==> src/design/vsfp_pkg.sv <==
package vsfp_pkg;

    // Frame geometry (byte offsets within the datagram)
    localparam int unsigned IDX_W = 6;
    localparam logic [IDX_W-1:0] OFS_STREAM   = 6'd4;
    localparam logic [IDX_W-1:0] OFS_DEST     = 6'd6;
    localparam logic [IDX_W-1:0] OFS_SOURCE   = 6'd12;
    localparam logic [IDX_W-1:0] OFS_KIND     = 6'd18;
    localparam logic [IDX_W-1:0] OFS_KIND_END = 6'd20;
    localparam logic [IDX_W-1:0] OFS_FNUM     = 6'd34;
    localparam logic [IDX_W-1:0] OFS_PAYLOAD0 = 6'd36;
    localparam logic [IDX_W-1:0] OFS_PAYLOAD1 = 6'd44;
    localparam logic [IDX_W-1:0] CRC_BYTES    = 6'd52;
    localparam logic [IDX_W-1:0] FRAME_BYTES  = 6'd54;
    localparam logic [IDX_W-1:0] LAST_BYTE    = FRAME_BYTES - 6'd1;

    localparam logic [15:0] CRC_SEED       = 16'hFFFF;
    localparam logic [15:0] CRC_POLY_RESET = 16'h5935;
    localparam logic [1:0]  VOICE_BITS     = 2'b10;

    typedef struct packed {
        logic [15:0] stream_id;
        logic [47:0] dest_code;
        logic [47:0] source_code;
        logic [15:0] frame_kind;
        logic [15:0] frame_number;
        logic        crc_match;
        logic [63:0] payload0;
        logic [63:0] payload1;
    } t_frame;

    typedef struct packed {
        logic frame_done; // request completes a full frame
        logic near_end;   // next request may complete a frame
    } t_cap_status;

    // One byte of CRC-16, MSB first, top bit of the generator implicit
    function automatic logic [15:0] crc_byte(input logic [15:0] crc,
                                             input logic [7:0]  b,
                                             input logic [15:0] poly);
        logic [15:0] r;
        r = crc ^ {b, 8'h00};
        for (int k = 0; k < 8; k++) begin
            if (r[15]) begin
                r = {r[14:0], 1'b0} ^ poly;
            end else begin
                r = {r[14:0], 1'b0};
            end
        end
        return r;
    endfunction

endpackage

==> src/design/vsfp_byte_if.sv <==
interface vsfp_byte_if;
    logic       valid;
    logic       ready;
    logic [7:0] data_byte;
    logic       end_of_datagram;

    modport source(output valid, output data_byte, output end_of_datagram, input ready);
    modport sink(input valid, input data_byte, input end_of_datagram, output ready);
endinterface

==> src/design/vsfp_result_if.sv <==
interface vsfp_result_if;
    logic        valid;
    logic        ready;
    logic [15:0] stream_id;
    logic [47:0] dest_code;
    logic [47:0] source_code;
    logic [15:0] frame_kind;
    logic [15:0] frame_number;
    logic        voice_only;
    logic        crc_match;
    logic [63:0] payload_half;
    logic        last_half;

    modport source(output valid, output stream_id, output dest_code, output source_code,
                   output frame_kind, output frame_number, output voice_only,
                   output crc_match, output payload_half, output last_half,
                   input ready);
    modport sink(input valid, input stream_id, input dest_code, input source_code,
                 input frame_kind, input frame_number, input voice_only,
                 input crc_match, input payload_half, input last_half,
                 output ready);
endinterface

==> src/design/voice_stream_frame_parser_unit.sv <==
// Results of a frame appear in the cycle after the request carrying its end mark.
// One byte request per cycle while the input is not stalled; a frame yields two results, first half then second.
// Input stalls only when a byte at offset 53 or later arrives while the previous
// frame's results are still waiting in the output register.
// Reset (synchronous, active low): byte count cleared, CRC to 0xFFFF, polynomial to
// 0x5935, output empty. Captured header and payload bytes are not reset.
module voice_stream_frame_parser_unit (
    input  logic        i_clk,
    input  logic        i_rst_n,
    input  logic        i_crc_wr_en,
    input  logic [15:0] i_crc_wr_data,
    vsfp_byte_if.sink   i_byte,
    vsfp_result_if.source o_result
);

    // CRC generator; the user must write it only while idle, the block itself does not enforce this
    logic [15:0] r_poly;

    // Output snapshot: holds a whole frame so the capture path can run ahead
    vsfp_pkg::t_frame r_frame;
    logic [1:0]       r_left, n_left;   // results still to hand over

    vsfp_pkg::t_frame      cap_frame;
    vsfp_pkg::t_cap_status cap_stat;
    logic                  take;
    logic                  busy;
    logic                  out_take;

    assign busy     = (r_left != 2'd0);
    // hold off only the byte that could complete another frame
    assign i_byte.ready = !(busy && cap_stat.near_end);
    assign take     = i_byte.valid && i_byte.ready;
    assign out_take = o_result.valid && o_result.ready;

    always_ff @(posedge i_clk) begin
        if (!i_rst_n) begin
            r_poly <= vsfp_pkg::CRC_POLY_RESET;
        end else if (i_crc_wr_en) begin
            r_poly <= i_crc_wr_data;
        end
    end

    vsfp_capture u_capture (
        .i_clk   (i_clk),
        .i_rst_n (i_rst_n),
        .i_take  (take),
        .i_data  (i_byte.data_byte),
        .i_end   (i_byte.end_of_datagram),
        .i_poly  (r_poly),
        .o_frame (cap_frame),
        .o_stat  (cap_stat)
    );

    // frame_done can only fire when the snapshot is empty, so load and unload never clash
    always_comb begin
        n_left = r_left;
        if (cap_stat.frame_done) begin
            n_left = 2'd2;
        end else if (out_take) begin
            n_left = r_left - 2'd1;
        end
    end

    always_ff @(posedge i_clk) begin
        if (!i_rst_n) begin
            r_left <= 2'd0;
        end else begin
            r_left <= n_left;
        end
    end

    always_ff @(posedge i_clk) begin
        if (cap_stat.frame_done) begin
            r_frame <= cap_frame;
        end
    end

    assign o_result.valid        = busy;
    assign o_result.stream_id    = r_frame.stream_id;
    assign o_result.dest_code    = r_frame.dest_code;
    assign o_result.source_code  = r_frame.source_code;
    assign o_result.frame_kind   = r_frame.frame_kind;
    assign o_result.frame_number = r_frame.frame_number;
    assign o_result.voice_only   = (r_frame.frame_kind[2:1] == vsfp_pkg::VOICE_BITS);
    assign o_result.crc_match    = r_frame.crc_match;
    // first half goes out while two remain
    assign o_result.last_half    = (r_left == 2'd1);
    assign o_result.payload_half = o_result.last_half ? r_frame.payload1 : r_frame.payload0;

endmodule

==> src/design/vsfp_capture.sv <==
module vsfp_capture (
    input  logic                 i_clk,
    input  logic                 i_rst_n,
    input  logic                 i_take,
    input  logic [7:0]           i_data,
    input  logic                 i_end,
    input  logic [15:0]          i_poly,
    output vsfp_pkg::t_frame     o_frame,
    output vsfp_pkg::t_cap_status o_stat
);

    logic [vsfp_pkg::IDX_W-1:0] r_idx, n_idx;
    logic [15:0] r_crc, n_crc, c_crc;
    logic [15:0] r_stream, n_stream;
    logic [47:0] r_dest, n_dest;
    logic [47:0] r_source, n_source;
    logic [15:0] r_kind, n_kind;
    logic [15:0] r_fnum, n_fnum;
    logic [63:0] r_pay0, n_pay0;
    logic [63:0] r_pay1, n_pay1;
    logic [15:0] r_rxcrc, n_rxcrc;
    logic        live;

    assign live = i_take && (r_idx < vsfp_pkg::FRAME_BYTES);

    always_comb begin
        c_crc    = r_crc;
        n_stream = r_stream;
        n_dest   = r_dest;
        n_source = r_source;
        n_kind   = r_kind;
        n_fnum   = r_fnum;
        n_pay0   = r_pay0;
        n_pay1   = r_pay1;
        n_rxcrc  = r_rxcrc;
        n_idx    = r_idx;
        if (live) begin
            n_idx = r_idx + 6'd1;
            if (r_idx < vsfp_pkg::CRC_BYTES) begin
                c_crc = vsfp_pkg::crc_byte(r_crc, i_data, i_poly);
            end
            if (r_idx < vsfp_pkg::OFS_STREAM) begin
                // sync / magic bytes: CRC only
            end else if (r_idx < vsfp_pkg::OFS_DEST) begin
                n_stream = {r_stream[7:0], i_data};
            end else if (r_idx < vsfp_pkg::OFS_SOURCE) begin
                n_dest = {r_dest[39:0], i_data};
            end else if (r_idx < vsfp_pkg::OFS_KIND) begin
                n_source = {r_source[39:0], i_data};
            end else if (r_idx < vsfp_pkg::OFS_KIND_END) begin
                n_kind = {r_kind[7:0], i_data};
            end else if (r_idx < vsfp_pkg::OFS_FNUM) begin
                // nonce: not kept
            end else if (r_idx < vsfp_pkg::OFS_PAYLOAD0) begin
                n_fnum = {r_fnum[7:0], i_data};
            end else if (r_idx < vsfp_pkg::OFS_PAYLOAD1) begin
                n_pay0 = {r_pay0[55:0], i_data};
            end else if (r_idx < vsfp_pkg::CRC_BYTES) begin
                n_pay1 = {r_pay1[55:0], i_data};
            end else begin
                n_rxcrc = {r_rxcrc[7:0], i_data};
            end
        end
        n_crc = c_crc;
        if (i_take && i_end) begin
            n_idx = '0;
            n_crc = vsfp_pkg::CRC_SEED;
        end
    end

    always_ff @(posedge i_clk) begin
        if (!i_rst_n) begin
            r_idx <= '0;
            r_crc <= vsfp_pkg::CRC_SEED;
        end else begin
            r_idx <= n_idx;
            r_crc <= n_crc;
        end
    end

    always_ff @(posedge i_clk) begin
        r_stream <= n_stream;
        r_dest   <= n_dest;
        r_source <= n_source;
        r_kind   <= n_kind;
        r_fnum   <= n_fnum;
        r_pay0   <= n_pay0;
        r_pay1   <= n_pay1;
        r_rxcrc  <= n_rxcrc;
    end

    // frame seen through the current byte
    assign o_frame.stream_id    = n_stream;
    assign o_frame.dest_code    = n_dest;
    assign o_frame.source_code  = n_source;
    assign o_frame.frame_kind   = n_kind;
    assign o_frame.frame_number = n_fnum;
    assign o_frame.crc_match    = (c_crc == n_rxcrc);
    assign o_frame.payload0     = n_pay0;
    assign o_frame.payload1     = n_pay1;

    assign o_stat.near_end   = (r_idx >= vsfp_pkg::LAST_BYTE);
    assign o_stat.frame_done = i_take && i_end && (r_idx >= vsfp_pkg::LAST_BYTE);

endmodule

==> src/flat_wrapper.sv <==
// flat-port wrapper written by rule: the top's interface ports become plain ports
module voice_stream_frame_parser_unit_flat 
  (i_clk, i_rst_n, i_crc_wr_en, i_crc_wr_data, i_byte_valid, i_byte_data_byte, i_byte_end_of_datagram, i_byte_ready, o_result_valid, o_result_stream_id, o_result_dest_code, o_result_source_code, o_result_frame_kind, o_result_frame_number, o_result_voice_only, o_result_crc_match, o_result_payload_half, o_result_last_half, o_result_ready);
  vsfp_byte_if i_byte_i ();
  vsfp_result_if o_result_i ();
  input  logic i_clk;
  input  logic i_rst_n;
  input  logic i_crc_wr_en;
  input  logic [15:0] i_crc_wr_data;
  input wire logic [$bits(i_byte_i.valid)-1:0] i_byte_valid;
  input wire logic [$bits(i_byte_i.data_byte)-1:0] i_byte_data_byte;
  input wire logic [$bits(i_byte_i.end_of_datagram)-1:0] i_byte_end_of_datagram;
  output wire logic [$bits(i_byte_i.ready)-1:0] i_byte_ready;
  output wire logic [$bits(o_result_i.valid)-1:0] o_result_valid;
  output wire logic [$bits(o_result_i.stream_id)-1:0] o_result_stream_id;
  output wire logic [$bits(o_result_i.dest_code)-1:0] o_result_dest_code;
  output wire logic [$bits(o_result_i.source_code)-1:0] o_result_source_code;
  output wire logic [$bits(o_result_i.frame_kind)-1:0] o_result_frame_kind;
  output wire logic [$bits(o_result_i.frame_number)-1:0] o_result_frame_number;
  output wire logic [$bits(o_result_i.voice_only)-1:0] o_result_voice_only;
  output wire logic [$bits(o_result_i.crc_match)-1:0] o_result_crc_match;
  output wire logic [$bits(o_result_i.payload_half)-1:0] o_result_payload_half;
  output wire logic [$bits(o_result_i.last_half)-1:0] o_result_last_half;
  input wire logic [$bits(o_result_i.ready)-1:0] o_result_ready;
  assign i_byte_i.valid = i_byte_valid;
  assign i_byte_i.data_byte = i_byte_data_byte;
  assign i_byte_i.end_of_datagram = i_byte_end_of_datagram;
  assign i_byte_ready = i_byte_i.ready;
  assign o_result_valid = o_result_i.valid;
  assign o_result_stream_id = o_result_i.stream_id;
  assign o_result_dest_code = o_result_i.dest_code;
  assign o_result_source_code = o_result_i.source_code;
  assign o_result_frame_kind = o_result_i.frame_kind;
  assign o_result_frame_number = o_result_i.frame_number;
  assign o_result_voice_only = o_result_i.voice_only;
  assign o_result_crc_match = o_result_i.crc_match;
  assign o_result_payload_half = o_result_i.payload_half;
  assign o_result_last_half = o_result_i.last_half;
  assign o_result_i.ready = o_result_ready;
  voice_stream_frame_parser_unit u_core (.i_clk(i_clk), .i_rst_n(i_rst_n), .i_crc_wr_en(i_crc_wr_en), .i_crc_wr_data(i_crc_wr_data), .i_byte(i_byte_i), .o_result(o_result_i));
endmodule
==> config.mk <==
export PLATFORM = sky130hd
export DESIGN_NAME = voice_stream_frame_parser_unit_flat
export DESIGN_NICKNAME = d
export VERILOG_FILES = /design/src/design/vsfp_pkg.sv /design/src/design/vsfp_byte_if.sv /design/src/design/vsfp_result_if.sv /design/src/design/voice_stream_frame_parser_unit.sv /design/src/design/vsfp_capture.sv /design/src/flat_wrapper.sv
export SDC_FILE = /design/constraint.sdc
export NUM_CORES = 1
export LEC_CHECK = 0
export ABC_AREA = 1
export BUFFER_PORTS_ARGS = -buffer_cell sky130_fd_sc_hd__buf_2
export CAP_MARGIN = 20
export CELL_PAD_IN_SITES_DETAIL_PLACEMENT = 0
export CELL_PAD_IN_SITES_GLOBAL_PLACEMENT = 1
export CORE_MARGIN = 3
export CORE_UTILIZATION = 51
export CTS_CLUSTER_SIZE = 40
export DETAILED_ROUTE_END_ITERATION = 16
export PLACE_DENSITY_LB_ADDON = 0.15
export SLEW_MARGIN = 0
export SYNTH_ARGS = -nofsm -noshare
export SYNTH_HDL_FRONTEND = slang
export SYNTH_SLANG_ARGS = --single-unit
==> constraint.sdc <==
create_clock -name i_clk -period 20.7 [get_ports i_clk]
set_clock_uncertainty 0.1 [all_clocks]
set_input_delay 4.14 -clock i_clk [delete_from_list [all_inputs] [get_ports i_clk]]
set_output_delay 4.14 -clock i_clk [all_outputs]
set_load 0.005 [all_outputs]
==> impl_metrics.py <==
metrics = {
    "run_status": {
        "status": "completed",
    },
    "yosys": {
        "muxShareOfSynthArea_pct": 12.3,
        "synth-edff-count": 273,
        "synth_compound_area_share_pct": 3.68,
        "synth.distinct_cells": 44,
        "ys_async_sr_fraction_pct": 0,
        "yosys.area_share.simple_pct": 11.1,
        "ys_ff_latch": 601,
        "synth_area_per_cell_um2": 11.5,
        "syn_inst": 2079,
        "yosys.area.top_type_share_pct": 34.4,
        "syn-cell-area_um2": 23900,
        "synth_flop_cell": "dfxtp_1",
        "synth_fp_nets": 2114,
        "synth_area_leader_cell": "edfxtp_1",
        "ys_warn_count": 0,
        "yosysSeqAreaShare_pct": 61.9,
        "synth.area.top_cells": "edfxtp_1 34%, dfxtp_1 28%, mux2_2 12%",
        "synth_top_family_by_area": "multiplexers",
        "synth_xor_area_share_pct": 2.24,
        "synthAdderAreaFrac_pct": 0.262,
    },
    "worst_setup_path": {
        "cp-end-kind": "flop",
        "cpMaxStageDelayCell": "nor2_4",
        "critical_path_buf_inv_count": 4,
        "critPathTopFamily": "simple AND/OR/NAND/NOR gates",
        "max_stage_delay_ps": 380,
        "critical_path_class": "in -> reg",
        "critPathArrivalTime_ps": 8810,
        "crit_required_ps": 21070,
        "path_max_fanout": 27,
        "start_kind": "input pin",
        "path_common_cell": "nand2_1",
    },
    "sta": {
        "post-route-min-period_ps": 8440,
        "slew_viol_final": 0,
        "rsz0062_at_grt": "false",
        "max_freq_ghz": 0.119,
        "period_share_pct": 40.8,
        "relSlewSlack_pct": 30.2,
        "setup_viol": 0,
        "hold_viol": 0,
        "worstMarginPinSlew_ps": 1050,
        "tns_ps": 0,
        "setup_ws_ps": 12260,
    },
    "grt": {
        "grt_usage_pct": 19.7,
        "grt_pass1_wl_um": 76800,
        "grt_max_degree": 133,
        "gr-total-overflow": 0,
        "antenna_found_initial": 1,
        "grt_pass1_vias": 13700,
    },
    "routing": {
        "drt_iter0_drc": 897,
        "num_vias": 14100,
        "avgRoutedWirePerCell_um": 17.7,
        "drc": 0,
        "wirelength_um": 49800,
        "ant_nets": 0,
        "dr.pass1.iters": 7,
        "via_per_inst": 5.01,
    },
    "die": {
        "die_x_um": 222,
        "io_pins": 243,
        "die_area_um2": 49400,
        "initial_utilization_pct": 52.1,
        "die_h_um": 222,
        "row_count": 78,
        "core_um2": 45800,
    },
    "layout": {
        "layout-drive-gt1-share_pct": 29.6,
        "fillerInstances": 3786,
        "num_antenna_cells": 0,
        "nNetsFinal": 2201,
        "syn_to_final_growth_pct": 11.1,
    },
    "clocking": {
        "root_buffer": "clkbuf_16",
        "cts.clk_slew.worst_paths_ps": 60,
        "h-tree-depth": 2,
        "cts_resized": 0,
        "cts_buffers": 59,
        "tritoncts": "done",
        "hold_buffers": 0,
        "post_cts_buffers": 0,
        "clock_sinks": 601,
        "insertion_delay_ps": 610,
        "cts_max_path_buffers": 3,
    },
    "power": {
        "power.density_nw_per_um2": 113,
        "p_leak_nw": 11.0,
        "max-vdd-ir-drop_mv": 0.0747,
    },
    "placed_design": {
        "portBuffers": 242,
        "gp_congestion": 0.905,
        "place_ws_ps": 11680,
        "post-dp-hpwl_um": 33800,
    },
    "job": {
        "drv_cap": 0,
    },
    "worst_hold_path": {
        "holdCritPathClass": "reg -> reg",
    },
}
synth_stat cells (2+ instances only):
master / n
nand3_1: 114
nor2_1: 64
nand2_1: 380
xnor2_1: 35
xor2_1: 26
or2_2: 9
o21ai_0: 75
nand3b_1: 2
o21a_1: 27
nand4_1: 2
clkbuf_2: 2
nand2_2: 11
buf_6: 4
inv_2: 7
nor2_2: 4
clkbuf_1: 56
dfxtp_1: 328
buf_2: 17
mux2_2: 260
buf_4: 146
buf_1: 4
edfxtp_1: 273
nand3_4: 2
ha_1: 5
nor3_1: 5
nand2_4: 6
a21oi_1: 46
inv_1: 143
nand3_2: 3
clkinv_1: 2
o21ai_1: 5
nor4_1: 4
placed cells by master, fill, tap and decap left out, types with 11 or more instances in the layout:
cell | netlist | final
o21ai_0 | 75 | 75
clkbuf_16 | 0 | 60
nand2_2 | 11 | 11
xor2_1 | 26 | 26
dfxtp_1 | 328 | 328
edfxtp_1 | 273 | 273
a21oi_1 | 46 | 46
mux2_2 | 260 | 260
xnor2_1 | 35 | 35
clkbuf_1 | 56 | 21
nand2_1 | 380 | 380
buf_2 | 17 | 242
inv_1 | 143 | 142
nor2_1 | 64 | 63
buf_4 | 146 | 13
nand3_1 | 114 | 114
o21a_1 | 27 | 27
stage by stage:
stage	total power, W	utilization, %	instance area, um^2	hold WS (ps)	std cells
6_report	0.00299	57.9	26500	362	2816
5_1_grt	0.00315	57.9	26500	381	2816
4_1_cts	0.00301	57.9	26500	364	2816
3_5_place_dp	0.00193	53.6	24500	353	2705
3_3_place_gp	0.00192	53.6	24500	342	2705
2_1_floorplan	0.00180	-	23900	336	2079
per-layer routing:
metal,track usage [%],up-vias,share of wire (%),wire length [um]
met3,4.44,72,5.7,2820
met2,32.1,333,47,23500
met1,26.7,6722,45,22400
met4,5.06,0,2.2,1070
li1,-,6985,-,-
met5,0,-,0,0
worst register-to-register path: stages (launching register included):
cell and delay [ps]:
dfxtp_1 410, inv_1 130, ha_1 190, o21ai_0 130, o21ai_0 340, a21boi_0 810
nand3_1 430, inv_8 750, buf_4 960, buf_4 860
power breakdown:
part	switching [W]	internal (W)	total [W]
clock	0.000439	0.000632	0.00107
combinational	0.000421	0.000215	0.000636
sequential	0.0000222	0.00126	0.00128
flip-flops by register name, indices dropped and copies added (netlist names), 48 cells and up:
signal,flops
u_core.u_capture.r_dest,48
u_core.o_result.source_code,48
u_core.o_result.dest_code,48
u_core.u_capture.r_pay1,64
u_core.u_capture.r_source,48
u_core.r_frame,128
u_core.u_capture.r_pay0,64
worst paths after layout:
kind,startpoint,endpoint,slack [ps],cells after the start
worst min register to register,u_core.u_capture.r_source[18],u_core.u_capture.r_source[26],360,2
worst max-delay path,i_byte_data_byte[7],u_core.o_result.crc_match,12260,32
worst min-delay path,u_core.u_capture.r_source[18],u_core.u_capture.r_source[26],360,2
worst max register to register,u_core.u_capture.r_idx[1],u_core.o_result.dest_code[25],15170,9
kinds of logic after synthesis:
kind of cell / after synthesis
buf+inv: 382
compound gates: 159
xor+xnor: 61
simple gates: 611
fa+ha+maj: 5
flops: 601
mux: 260
final cells by class:
| class | instances | area (um^2) | share of cell area, % |
|---|---|---|---|
| sequential | 601 | 14800 | 55.7 |
| timing repair buffer | 255 | 1310 | 4.94 |
| tap | 600 | 751 | 2.83 |
| inverter | 153 | 587 | 2.21 |
| multi-input combinational | 1096 | 7100 | 26.8 |
| clock inverter | 21 | 282 | 1.06 |
| clock buffer | 90 | 1700 | 6.43 |
Note: power is estimated with default switching activity, not from simulation.
